## config.mk

```make
export PLATFORM = sky130hd
export DESIGN_NAME = modular_exponentiation_flat
export DESIGN_NICKNAME = d
export VERILOG_FILES = /design/src/rtl/core/mexp_pkg.sv /design/src/rtl/core/mexp_if.sv /design/src/rtl/core/mexp_datapath.sv /design/src/rtl/core/mexp_ctrl.sv /design/src/rtl/core/modular_exponentiation.sv /design/src/flat_wrapper.sv
export SDC_FILE = /design/constraint.sdc
export NUM_CORES = 1
export LEC_CHECK = 0
export BUFFER_PORTS_ARGS = -buffer_cell sky130_fd_sc_hd__buf_2
export CAP_MARGIN = 0
export CORE_MARGIN = 3
export CORE_UTILIZATION = 55
export CTS_CLUSTER_SIZE = 14
export DETAILED_ROUTE_END_ITERATION = 8
export HOLD_SLACK_MARGIN = 0.05
export PLACE_DENSITY = 0.82
export SLEW_MARGIN = 20
export SYNTH_ARGS = -nofsm -noshare
export SYNTH_HDL_FRONTEND = slang
export SYNTH_SLANG_ARGS = --single-unit
```

## constraint.sdc

```tcl
create_clock -name clk -period 6.5 [get_ports clk]
set_input_delay 0.65 -clock clk [delete_from_list [all_inputs] [get_ports clk]]
set_output_delay 0.65 -clock clk [all_outputs]
set_load 0.01 [all_outputs]
```

## src/rtl/core/mexp_pkg.sv

```systemverilog
// shared constants and controller/datapath types for the modular exponentiation block
// no dependencies

package mexp_pkg;

  localparam int MOD_BITS = 32;
  localparam int EXP_BITS = 32;
  localparam int DATA_W   = 32;
  localparam int CNT_W    = $clog2(MOD_BITS);
  localparam int ADDR_W   = 3;

  localparam logic [DATA_W-1:0] MODULUS_RESET = DATA_W'(1000003);

  // register word index (paddr[2])
  localparam logic REG_MODULUS = 1'b0;

  typedef struct packed {
    logic load;
    logic red_step;
    logic mul_step;
    logic start_mul;
    logic start_sqr;
    logic wr_sq;
    logic wr_acc;
    logic exp_clr0;
    logic exp_shift;
    logic cap_out;
  } mexp_cmd_t;

  typedef struct packed {
    logic exp_zero;
    logic exp_bit0;
  } mexp_stat_t;

endpackage

```

## src/rtl/core/mexp_if.sv

```systemverilog
// request and result channel interfaces for the modular exponentiation block
// depends on mexp_pkg

interface mexp_req_if;
  logic                         valid;
  logic                         ready;
  logic [mexp_pkg::DATA_W-1:0]  base_value;
  logic [mexp_pkg::DATA_W-1:0]  exponent;

  modport source (output valid, output base_value, output exponent, input ready);
  modport sink (input valid, input base_value, input exponent, output ready);
endinterface

interface mexp_res_if;
  logic                         valid;
  logic                         ready;
  logic [mexp_pkg::DATA_W-1:0]  power_result;

  modport source (output valid, output power_result, input ready);
  modport sink (input valid, input power_result, output ready);
endinterface

```

## src/rtl/core/mexp_datapath.sv

```systemverilog
// datapath: operand registers, shared shift-add modular step unit, result register
// depends on mexp_pkg

module mexp_datapath (
  input  logic                          clk,
  input  mexp_pkg::mexp_cmd_t           cmd,
  input  logic [mexp_pkg::DATA_W-1:0]   base_value,
  input  logic [mexp_pkg::DATA_W-1:0]   exponent,
  input  logic [mexp_pkg::DATA_W-1:0]   modulus,
  output mexp_pkg::mexp_stat_t          stat,
  output logic [mexp_pkg::DATA_W-1:0]   power_result
);

  localparam int MB = mexp_pkg::MOD_BITS;
  localparam int EB = mexp_pkg::EXP_BITS;

  logic [MB-1:0] mod_r;
  logic [MB-1:0] base_sh;
  logic [EB-1:0] exp_sh;
  logic [MB-1:0] acc;
  logic [MB-1:0] sq;
  logic [MB-1:0] part;
  logic [MB-1:0] mcand;
  logic [MB-1:0] mplier;
  logic [mexp_pkg::DATA_W-1:0] res;

  logic [MB-1:0] addend;
  logic [MB+1:0] t;
  logic [MB+1:0] mod_ext;
  logic [MB+1:0] mod2_ext;
  logic [MB+1:0] t_m1;
  logic [MB+1:0] t_m2;
  logic [MB-1:0] step_out;
  logic [MB-1:0] mod_in;
  logic [EB-1:0] exp_in;

  assign mod_in = MB'(modulus);
  assign exp_in = EB'(exponent);

  // one bit of a shift-add product (or of a base reduction): 2*part + addend, reduced
  always_comb begin
    if (cmd.red_step) begin
      addend = {{(MB-1){1'b0}}, base_sh[MB-1]};
    end else if (mplier[MB-1]) begin
      addend = mcand;
    end else begin
      addend = '0;
    end
    t        = {1'b0, part, 1'b0} + {2'b00, addend};
    mod_ext  = {2'b00, mod_r};
    mod2_ext = {1'b0, mod_r, 1'b0};
    t_m1     = t - mod_ext;
    t_m2     = t - mod2_ext;
    if (mod_r == '0) begin
      step_out = t[MB-1:0];            // zero modulus wraps at the field width
    end else if (t >= mod2_ext) begin
      step_out = t_m2[MB-1:0];
    end else if (t >= mod_ext) begin
      step_out = t_m1[MB-1:0];
    end else begin
      step_out = t[MB-1:0];
    end
  end

  always_ff @(posedge clk) begin
    if (cmd.load) begin
      mod_r   <= mod_in;
      base_sh <= MB'(base_value);
      exp_sh  <= exp_in;
      part    <= '0;
      // zero exponent gives exactly one, else one reduced by the modulus
      if (exp_in == '0 || mod_in != MB'(1)) begin
        acc <= MB'(1);
      end else begin
        acc <= '0;
      end
    end
    if (cmd.red_step) begin
      part    <= step_out;
      base_sh <= base_sh << 1;
    end
    if (cmd.mul_step) begin
      part   <= step_out;
      mplier <= mplier << 1;
    end
    if (cmd.start_mul) begin
      part   <= '0;
      mcand  <= acc;
      mplier <= sq;
    end
    if (cmd.start_sqr) begin
      part   <= '0;
      mcand  <= sq;
      mplier <= sq;
    end
    if (cmd.wr_sq) begin
      sq <= step_out;
    end
    if (cmd.wr_acc) begin
      acc <= step_out;
    end
    if (cmd.exp_clr0) begin
      exp_sh[0] <= 1'b0;
    end
    if (cmd.exp_shift) begin
      exp_sh <= exp_sh >> 1;
    end
    if (cmd.cap_out) begin
      res <= mexp_pkg::DATA_W'(acc);
    end
  end

  assign stat.exp_zero = (exp_sh == '0);
  assign stat.exp_bit0 = exp_sh[0];
  assign power_result  = res;

endmodule

```

## src/rtl/core/mexp_ctrl.sv

```systemverilog
// controller: sequences base reduction, multiplies and squarings, owns the handshakes
// depends on mexp_pkg

module mexp_ctrl (
  input  logic                  clk,
  input  logic                  rst,
  input  logic                  req_valid,
  output logic                  req_ready,
  output logic                  res_valid,
  input  logic                  res_ready,
  input  mexp_pkg::mexp_stat_t  stat,
  output mexp_pkg::mexp_cmd_t   cmd
);

  localparam logic [2:0] S_IDLE   = 3'd0;
  localparam logic [2:0] S_REDUCE = 3'd1;
  localparam logic [2:0] S_CHECK  = 3'd2;
  localparam logic [2:0] S_MUL    = 3'd3;
  localparam logic [2:0] S_SQR    = 3'd4;
  localparam logic [2:0] S_FINISH = 3'd5;

  localparam logic [mexp_pkg::CNT_W-1:0] CNT_LAST = mexp_pkg::CNT_W'(mexp_pkg::MOD_BITS - 1);

  logic [2:0]                 state;
  logic [2:0]                 state_next;
  logic [mexp_pkg::CNT_W-1:0] cnt;
  logic [mexp_pkg::CNT_W-1:0] cnt_next;
  logic                       out_valid;
  logic                       out_valid_next;
  logic                       last;

  assign last = (cnt == CNT_LAST);

  always_comb begin
    state_next = state;
    cnt_next   = cnt;
    cmd        = '0;
    req_ready  = 1'b0;
    case (state)
      S_IDLE: begin
        req_ready = 1'b1;
        if (req_valid) begin
          cmd.load   = 1'b1;
          cnt_next   = '0;
          state_next = S_REDUCE;
        end
      end
      S_REDUCE: begin
        cmd.red_step = 1'b1;
        cnt_next     = cnt + 1'b1;
        if (last) begin
          cmd.wr_sq  = 1'b1;
          cnt_next   = '0;
          state_next = S_CHECK;
        end
      end
      S_CHECK: begin
        if (stat.exp_zero) begin
          state_next = S_FINISH;
        end else if (stat.exp_bit0) begin
          cmd.start_mul = 1'b1;
          state_next    = S_MUL;
        end else begin
          cmd.start_sqr = 1'b1;
          state_next    = S_SQR;
        end
      end
      S_MUL: begin
        cmd.mul_step = 1'b1;
        cnt_next     = cnt + 1'b1;
        if (last) begin
          cmd.wr_acc   = 1'b1;
          cmd.exp_clr0 = 1'b1;
          cnt_next     = '0;
          state_next   = S_CHECK;
        end
      end
      S_SQR: begin
        cmd.mul_step = 1'b1;
        cnt_next     = cnt + 1'b1;
        if (last) begin
          cmd.wr_sq     = 1'b1;
          cmd.exp_shift = 1'b1;
          cnt_next      = '0;
          state_next    = S_CHECK;
        end
      end
      S_FINISH: begin
        if (!out_valid || res_ready) begin
          cmd.cap_out = 1'b1;
          state_next  = S_IDLE;
        end
      end
      default: begin
        state_next = S_IDLE;
      end
    endcase
  end

  always_comb begin
    if (cmd.cap_out) begin
      out_valid_next = 1'b1;
    end else if (res_ready) begin
      out_valid_next = 1'b0;
    end else begin
      out_valid_next = out_valid;
    end
  end

  always_ff @(posedge clk) begin
    if (rst) begin
      state     <= S_IDLE;
      cnt       <= '0;
      out_valid <= 1'b0;
    end else begin
      state     <= state_next;
      cnt       <= cnt_next;
      out_valid <= out_valid_next;
    end
  end

  assign res_valid = out_valid;

endmodule

```

## src/rtl/core/modular_exponentiation.sv

```systemverilog
// top level of the modular exponentiation block: apb modulus register, controller, datapath
// depends on mexp_pkg, mexp_if, mexp_ctrl, mexp_datapath
//
// usage
//   request channel (valid/ready) carries base_value and exponent; result channel
//   carries power_result = base_value ** exponent mod modulus, exactly 1 for a
//   zero exponent. modulus is written over the apb port at byte address 0 and
//   reads back there; reset value 1000003, zero means plain wrap at 32 bits.
//   only write the modulus while no request is in flight.
// sequence
//   one request at a time. the base is first reduced, then each exponent bit
//   up to the top set bit costs one shift-add multiply per squaring and per
//   set bit, plus one decision step each; a zero exponent goes straight from
//   the reduction to the result. the shared modular step unit in the datapath
//   handles one bit per cycle for the reduction and for every multiply.
// reset
//   synchronous active-high rst empties the result register and returns the
//   controller to idle; the modulus goes back to its reset value.
// stall
//   the result sits in an output register; a new request is taken once the
//   previous one has moved into it, and a finished computation waits until the
//   output register is free.

module modular_exponentiation (
  input  logic                          clk,
  input  logic                          rst,
  mexp_req_if.sink                      request,
  mexp_res_if.source                    result,
  input  logic                          psel,
  input  logic                          penable,
  input  logic                          pwrite,
  input  logic [mexp_pkg::ADDR_W-1:0]   paddr,
  input  logic [31:0]                   pwdata,
  output logic [31:0]                   prdata,
  output logic                          pready
);

  logic [mexp_pkg::DATA_W-1:0] modulus;
  logic                        reg_wr;
  mexp_pkg::mexp_cmd_t         cmd;
  mexp_pkg::mexp_stat_t        stat;
  logic [mexp_pkg::DATA_W-1:0] power_result;

  // apb: zero wait states, word index in paddr[2]
  assign pready = 1'b1;
  assign reg_wr = psel && penable && pwrite && (paddr[2] == mexp_pkg::REG_MODULUS);

  always_ff @(posedge clk) begin
    if (rst) begin
      modulus <= mexp_pkg::MODULUS_RESET;
    end else if (reg_wr) begin
      modulus <= mexp_pkg::DATA_W'(pwdata);
    end
  end

  always_comb begin
    if (paddr[2] == mexp_pkg::REG_MODULUS) begin
      prdata = 32'(modulus);
    end else begin
      prdata = '0;
    end
  end

  // sequencing of reduce / multiply / square steps and both handshakes
  mexp_ctrl u_ctrl (
    .clk       (clk),
    .rst       (rst),
    .req_valid (request.valid),
    .req_ready (request.ready),
    .res_valid (result.valid),
    .res_ready (result.ready),
    .stat      (stat),
    .cmd       (cmd)
  );

  // operand registers and the shared modular step unit
  mexp_datapath u_datapath (
    .clk          (clk),
    .cmd          (cmd),
    .base_value   (request.base_value),
    .exponent     (request.exponent),
    .modulus      (modulus),
    .stat         (stat),
    .power_result (power_result)
  );

  assign result.power_result = power_result;

endmodule

```

## src/flat_wrapper.sv

```systemverilog
// flat-port wrapper written by rule: the top's interface ports become plain ports
module modular_exponentiation_flat 
  (clk, rst, psel, penable, pwrite, paddr, pwdata, prdata, pready, request_valid, request_base_value, request_exponent, request_ready, result_valid, result_power_result, result_ready);
  mexp_req_if request_i ();
  mexp_res_if result_i ();
  input  logic clk;
  input  logic rst;
  input  logic psel;
  input  logic penable;
  input  logic pwrite;
  input  logic [mexp_pkg::ADDR_W-1:0] paddr;
  input  logic [31:0] pwdata;
  output logic [31:0] prdata;
  output logic pready;
  input wire logic [$bits(request_i.valid)-1:0] request_valid;
  input wire logic [$bits(request_i.base_value)-1:0] request_base_value;
  input wire logic [$bits(request_i.exponent)-1:0] request_exponent;
  output wire logic [$bits(request_i.ready)-1:0] request_ready;
  output wire logic [$bits(result_i.valid)-1:0] result_valid;
  output wire logic [$bits(result_i.power_result)-1:0] result_power_result;
  input wire logic [$bits(result_i.ready)-1:0] result_ready;
  assign request_i.valid = request_valid;
  assign request_i.base_value = request_base_value;
  assign request_i.exponent = request_exponent;
  assign request_ready = request_i.ready;
  assign result_valid = result_i.valid;
  assign result_power_result = result_i.power_result;
  assign result_i.ready = result_ready;
  modular_exponentiation u_core (.clk(clk), .rst(rst), .request(request_i), .result(result_i), .psel(psel), .penable(penable), .pwrite(pwrite), .paddr(paddr), .pwdata(pwdata), .prdata(prdata), .pready(pready));
endmodule
```

---- Yosys cells after proc, flatten, opt, wreduce, memory -nomap -nowiden ----
Cells that the tools add are included.
storage, ports and cells
  flip-flop bits (word level) ............. 329
  bits of input ports ..................... 106
  output and inout bits ................... 67
operators by class
  bitwise logic cells ..................... 1
  multiplexer cells ....................... 49
  add/sub/neg operators ................... 4
  reductions and logical operators ........ 25
  equal/unequal tests ..................... 10
  magnitude comparators ................... 2
operator list
  operator                                              count
  2-to-1 mux 32 bit                                     18
  zero test 32 bit                                      3
  subtractor 32 bit                                     2
  2-to-1 mux 31 bit                                     2
  adder 33 x 32 -> 34 bit                               1
  greater-or-equal comparator 34 x 32 -> 1 bit          1
  greater-or-equal comparator 34 x 33 -> 1 bit          1
  != test 32 x 1 -> 1 bit (second input constant)       1
  2-to-1 mux 1 bit                                      16
  2-to-1 mux 3 bit                                      5
  one-hot mux 3 bit (4 select lines)                    1
  nonzero test 2 bit                                    6
  2-to-1 mux 5 bit                                      2
  one-hot mux 5 bit (2 select lines)                    1
  nonzero test 3 bit                                    3
  2-to-1 mux 2 bit                                      4
  equality test 3 x 2 -> 1 bit (second input constant)  2
  equality test 3 bit (second input constant)           2
  OR reduction 2 bit                                    3
  adder 5 x 1 -> 5 bit (second input constant)          1
  equality test 5 bit (second input constant)           1
  != test 2 bit (second input constant)                 2
  equality test 3 x 1 -> 1 bit (second input constant)  1
  logical AND 1 bit                                     3
  other kinds (8)                                       9

---- Depth between registers and ports, before layout ----
  depth in word-level cells ............... 10
  mapped depth ............................ 28

---- Hierarchy ----
A second synthesis with hierarchy kept.
second synthesis, totals
  cells, all modules ...................... 1726
  area total of the unflattened synthesis .. 18943.2 um^2
by module, submodules not included
  module                  area each (um^2)  cells each  instances
  mexp_datapath           16682.2           1470        1
  modular_exponentiation  1652.8            177         1
  mexp_ctrl               608.1             79          1

---- Worst setup path before layout ----
Ideal clock, no wire load.
  kind .................................... register -> register
  from .................................... register u_core.u_ctrl.state[0]
  to ...................................... register u_core.u_datapath.acc[27], data pin
  path buffers ............................ 4
  required time ........................... 6231 ps
  arrival time ............................ 5582 ps
  stages on the path, launching flop included .. 28
  setup time .............................. 269 ps
  setup slack ............................. 649 ps
  cell sequence ........................... dfxtp_1 -> clkbuf_1 -> nor2b_1 -> nand2b_1 -> clkbuf_1 -> and3_1 -> ha_1 -> clkbuf_1 -> and3_1 -> a31oi_1 -> o21ai_1 -> a2111oi_2 -> nor2_1 -> a31oi_1 -> o21ai_0 -> xnor2_1 -> inv_1 -> ha_1 -> nand2_1 -> nor4_1 -> a41oi_1 -> and3_1 -> o31ai_1 -> a21o_1 -> o21ai_4 -> buf_6 -> a221oi_1 -> nor2_1
on the way
  longest elaborated chain between the ends .. 9
  elaborated cells on any way between the ends .. 14
  classes of those cells .................. add/sub (3); order compare (2); eq/ne (2); mux (7)
RTL lines
  what                                                                                      RTL line                                  text
  start: declaration                                                                        mexp_ctrl.sv:24                           logic [2:0] state;
  start signal: assignment                                                                  mexp_ctrl.sv:116                          state <= state_next;
  equality test 3 x 1 -> 1 bit                                                              mexp_ctrl.sv:39                           case (state)
  2-to-1 mux 1 bit                                                                          mexp_ctrl.sv:39
  2-to-1 mux 32 bit                                                                         mexp_datapath.sv:42                       if (cmd.red_step) begin
  adder 33 x 32 -> 34 bit                                                                   mexp_datapath.sv:49                       t = {1'b0, part, 1'b0} + {2'b00, addend};
  subtractor 32 bit / greater-or-equal comparator 34 x 32 -> 1 bit (equally long branches)  mexp_datapath.sv:52, mexp_datapath.sv:58
  2-to-1 mux 32 bit                                                                         mexp_datapath.sv:58                       end else if (t >= mod_ext) begin
  2-to-1 mux 32 bit                                                                         mexp_datapath.sv:56                       end else if (t >= mod2_ext) begin
  2-to-1 mux 32 bit                                                                         mexp_datapath.sv:54                       if (mod_r == '0) begin
  2-to-1 mux 32 bit (*)                                                                     mexp_datapath.sv:99                       if (cmd.wr_acc) begin
  end signal: assignment                                                                    mexp_datapath.sv:100                      acc <= step_out;
  end: declaration                                                                          mexp_datapath.sv:20                       logic [MB-1:0] acc;
Every way passes the cells marked *; elsewhere a longest branch is shown, timed or not.
A chain may end at the register's enable or synchronous reset.

---- Final worst setup path ----
  from .................................... register u_core.u_ctrl.state[0]
  to ...................................... register u_core.u_datapath.acc[0], data pin
on the way
  longest elaborated chain between the ends .. 9
  elaborated cells on any way between the ends .. 14
  classes of those cells .................. add/sub (3); order compare (2); eq/ne (2); mux (7)
RTL lines
  what                                                                                      RTL line                                  text
  equality test 3 x 1 -> 1 bit (*)                                                          mexp_ctrl.sv:39
  2-to-1 mux 1 bit (*)                                                                      mexp_ctrl.sv:39
  2-to-1 mux 32 bit (*)                                                                     mexp_datapath.sv:42
  adder 33 x 32 -> 34 bit (*)                                                               mexp_datapath.sv:49
  subtractor 32 bit / greater-or-equal comparator 34 x 32 -> 1 bit (equally long branches)  mexp_datapath.sv:52, mexp_datapath.sv:58
  2-to-1 mux 32 bit                                                                         mexp_datapath.sv:58
  2-to-1 mux 32 bit                                                                         mexp_datapath.sv:56
  2-to-1 mux 32 bit (*)                                                                     mexp_datapath.sv:54
  named net u_core.u_datapath.step_out[0]                                                   mexp_datapath.sv:33                       logic [MB-1:0] step_out;
  2-to-1 mux 32 bit (*)                                                                     mexp_datapath.sv:99
The timed path passes the listed nets; every way through them passes the cells marked *.

==> run metrics <==
most common cell in the synthesized netlist nand2_1; Detailed Routing Iterations Pass 1 5; Clock Pin Slew Worst Setup and Hold Paths 60 ps; Root Driver clkbuf_16; sequential-to-total area share from yosys stat 49.5%; status complete, no violations; Remaining DRCs 0; CTS tree yes; die area 35800 µm²; slew margin rel. 35.3%; Min-Delay Endpoint u_core.modulus[14]; Final Skew 25.4 ps; number of max-cap violations 0; top cells by count, synth 270 x nand2_1, 254 x edfxtp_1, 122 x a21oi_1; Clock power frac 23.6%; CP Data Arrival Time 6500 ps; fin crit period 6120 ps; Synth top area share 41.3%; Mapped Cells 1793; CP Class flop to flop; most frequent CP cell a21o_1; Pint 0.00540 W; via-per-instance ratio 5.92; largest net degree at the start of global routing 66; Worst Tran Pin Value 969 ps; Hold Vio Cnt, Final 0; HP Class primary input to flop; first-pass GRT wire length 73600 µm; routed via count 14500; post-route antenna net violation count 0; pwr dens 413 nW/µm²; Critical R2R Launch u_core.u_ctrl.state[0]; initial antenna violation count 0; fmax 163 MHz; final slew viol count 0; Register-to-Register Path Depth 26; Syn Area/Cell 10.3 µm²; P_sw 0.00338 W; hpwl dp 34500 µm; # IOs 173; Die X 189 µm; Distinct cells, synth 81; slowest stage cell, crit path mux2i_1; vias in the first global route 13700; Crit path required time 6890 ps; CTS Buf Count 35; Nets 2183; register-to-register setup slack 380 ps; share of layout cells above drive strength 1 18.9%; Yosys top cell by area edfxtp_1; GRT overflow 0; drt first-iter violations 1065; WHS Path Cells 3; Hold Crit Start pwdata[14]; Worst VDD drop 0.219 mV; Setup-failing EPs final 0; synthesized area 18500 µm²; filler instances 2623; Main synth FF type edfxtp_1; sequential share of power 30.3%; flops & latches, synth 329; Hold Slack 354 ps; reg2reg end u_core.u_datapath.acc[0]; RSZ-0062 raised after global routing false; Setup crit start kind flop; GRT Total Usage 25.5%; row count 66; Starting Density 56.3%; Post-synth EDFFs 254; Sum Neg Setup Slack 0 ps; switching share of total power 38.5%; WL final 46600 µm; die height 189 µm; H-tree depth 2; CTS max path bufs 3; Net Count, Synth 1999; PortBufs 169; Worst Path Max Fanout 32; # diodes 0; Critical Path End Type flop; max incr delay on CP 540 ps; Area contributors post-synth edfxtp_1 41%, dfxtp_1 8.1%, ha_1 6.6%, nand2_1 5.5%, mux2_2 3.8%; Synth-to-Final Area Change 15.1%; period utilization 94.1%; Final GP Congestion 0.952; DR WL/cell 19.1 µm; cell leakage power 8.93 nW; Async SR Flop Fraction 0%; Synth Warn # 0; clock sink count 329; combinational power share 46.2%; clk_lat worst skew 530 ps; total core area 32800 µm²
[power by group through the flow]
stage | logic (W) | registers, W | clock network [W]
2_1_floorplan | 0.00276 | 0.00266 | 0
3_3_place_gp | 0.00384 | 0.00269 | 0
3_5_place_dp | 0.00393 | 0.00270 | 0
4_1_cts | 0.00395 | 0.00266 | 0.00209
5_1_grt | 0.00442 | 0.00267 | 0.00217
6_report | 0.00405 | 0.00266 | 0.00207
[area by class of cell]
cell class	instances	area [µm²]	area share [%]
clock buffers	45	966	4.55
clock inverters	17	226	1.07
inverters	86	323	1.52
multi-input cells	1303	8770	41.3
flip-flops and latches	329	9130	43.0
well taps	442	553	2.60
repair buffers	222	1270	5.99
[cell usage in the layout (no fill, tap or decap), types with 44 or more instances in the layout]
cell type	instances
a21oi_1	121
o21ai_0	45
nor2b_1	44
nor2_1	83
nand2_1	268
a21o_1	47
xnor2_1	49
edfxtp_1	254
mux2_2	63
buf_4	50
inv_1	84
buf_2	169
ha_1	97
dfxtp_1	75
[metal layers]
layer / GRT usage (%) / part of all wire [%] / vias up
li1: - / - / 6987
met2: 40.0 / 45 / 566
met3: 2.89 / 6.9 / 67
met1: 38.0 / 46 / 6858
met5: 0 / 0 / -
met4: 6.45 / 2.1 / 0
[state kept, by name, indices dropped and copies added, names as in the netlist]
name and count:
u_core.u_datapath.mod_r 32, u_core.u_datapath.mcand 32, u_core.u_datapath.acc 32, u_core.u_datapath.exp_sh 32
u_core.u_datapath.power_result 32, u_core.modulus 32, u_core.u_ctrl.res_valid 1, u_core.u_datapath.mplier 32
u_core.u_datapath.base_sh 32, u_core.u_ctrl.cnt 5, u_core.u_datapath.part 32, u_core.u_datapath.sq 32
u_core.u_ctrl.state 3
[worst max-delay path: cells and delay by family, from the launching register on]
| family | cells | cell delay, ps |
|---|---|---|
| AO/OA/AOI/OAI | 10 | 2150 |
| AND/OR/NAND/NOR | 8 | 1360 |
| adder cells (fa/ha/maj) | 2 | 770 |
| buffers and inverters | 4 | 650 |
| multiplexers | 1 | 540 |
| flip-flops | 1 | 320 |
| XOR/XNOR | 1 | 170 |
[how the worst max path moves through the flow]
stage                           start                   endpoint  slack [ps]  cells after the start
3_3_place_gp   u_core.u_ctrl.state[0]   u_core.u_datapath.acc[0]         490                     26
3_5_place_dp   u_core.u_ctrl.state[0]   u_core.u_datapath.acc[0]         280                     27
6_report       u_core.u_ctrl.state[0]   u_core.u_datapath.acc[0]         380                     26
5_1_grt        u_core.u_ctrl.state[0]  u_core.u_datapath.acc[28]          50                     27
4_1_cts        u_core.u_ctrl.state[0]   u_core.u_datapath.acc[0]         270                     27
2_1_floorplan  u_core.u_ctrl.state[0]  u_core.u_datapath.acc[27]         650                     27
[stage by stage]
| stage | cell area, µm² | instances | util, % | worst slack [ps] | total power, W |
|---|---|---|---|---|---|
| 2_1_floorplan | 18500 | 1793 | - | 649 | 0.00542 |
| 3_3_place_gp | 20000 | 2381 | 61.0 | 490 | 0.00653 |
| 3_5_place_dp | 20000 | 2381 | 61.0 | 276 | 0.00662 |
| 4_1_cts | 21200 | 2443 | 64.6 | 269 | 0.00870 |
| 5_1_grt | 21200 | 2444 | 64.8 | 52.7 | 0.00926 |
| 6_report | 21200 | 2444 | 64.8 | 383 | 0.00878 |
[repair_timing]
item,in CTS,in global routing
setup buffers,0,0
gates resized for setup,0,10
hold buffers,0,0
endpoints found under the setup margin,0,93
[cells by family after synthesis]
family / after synthesis / share of synthesized area [%]
adder cells (fa/ha/maj): 100 / 6.90
flip-flops: 329 / 49.5
XOR/XNOR: 78 / 3.70
AND/OR/NAND/NOR: 626 / 16.6
buffers and inverters: 161 / 3.38
multiplexers: 65 / 3.95
AO/OA/AOI/OAI: 433 / 16.0
other: 1 / 0.0203
Note: power is estimated with default switching activity, not from simulation.
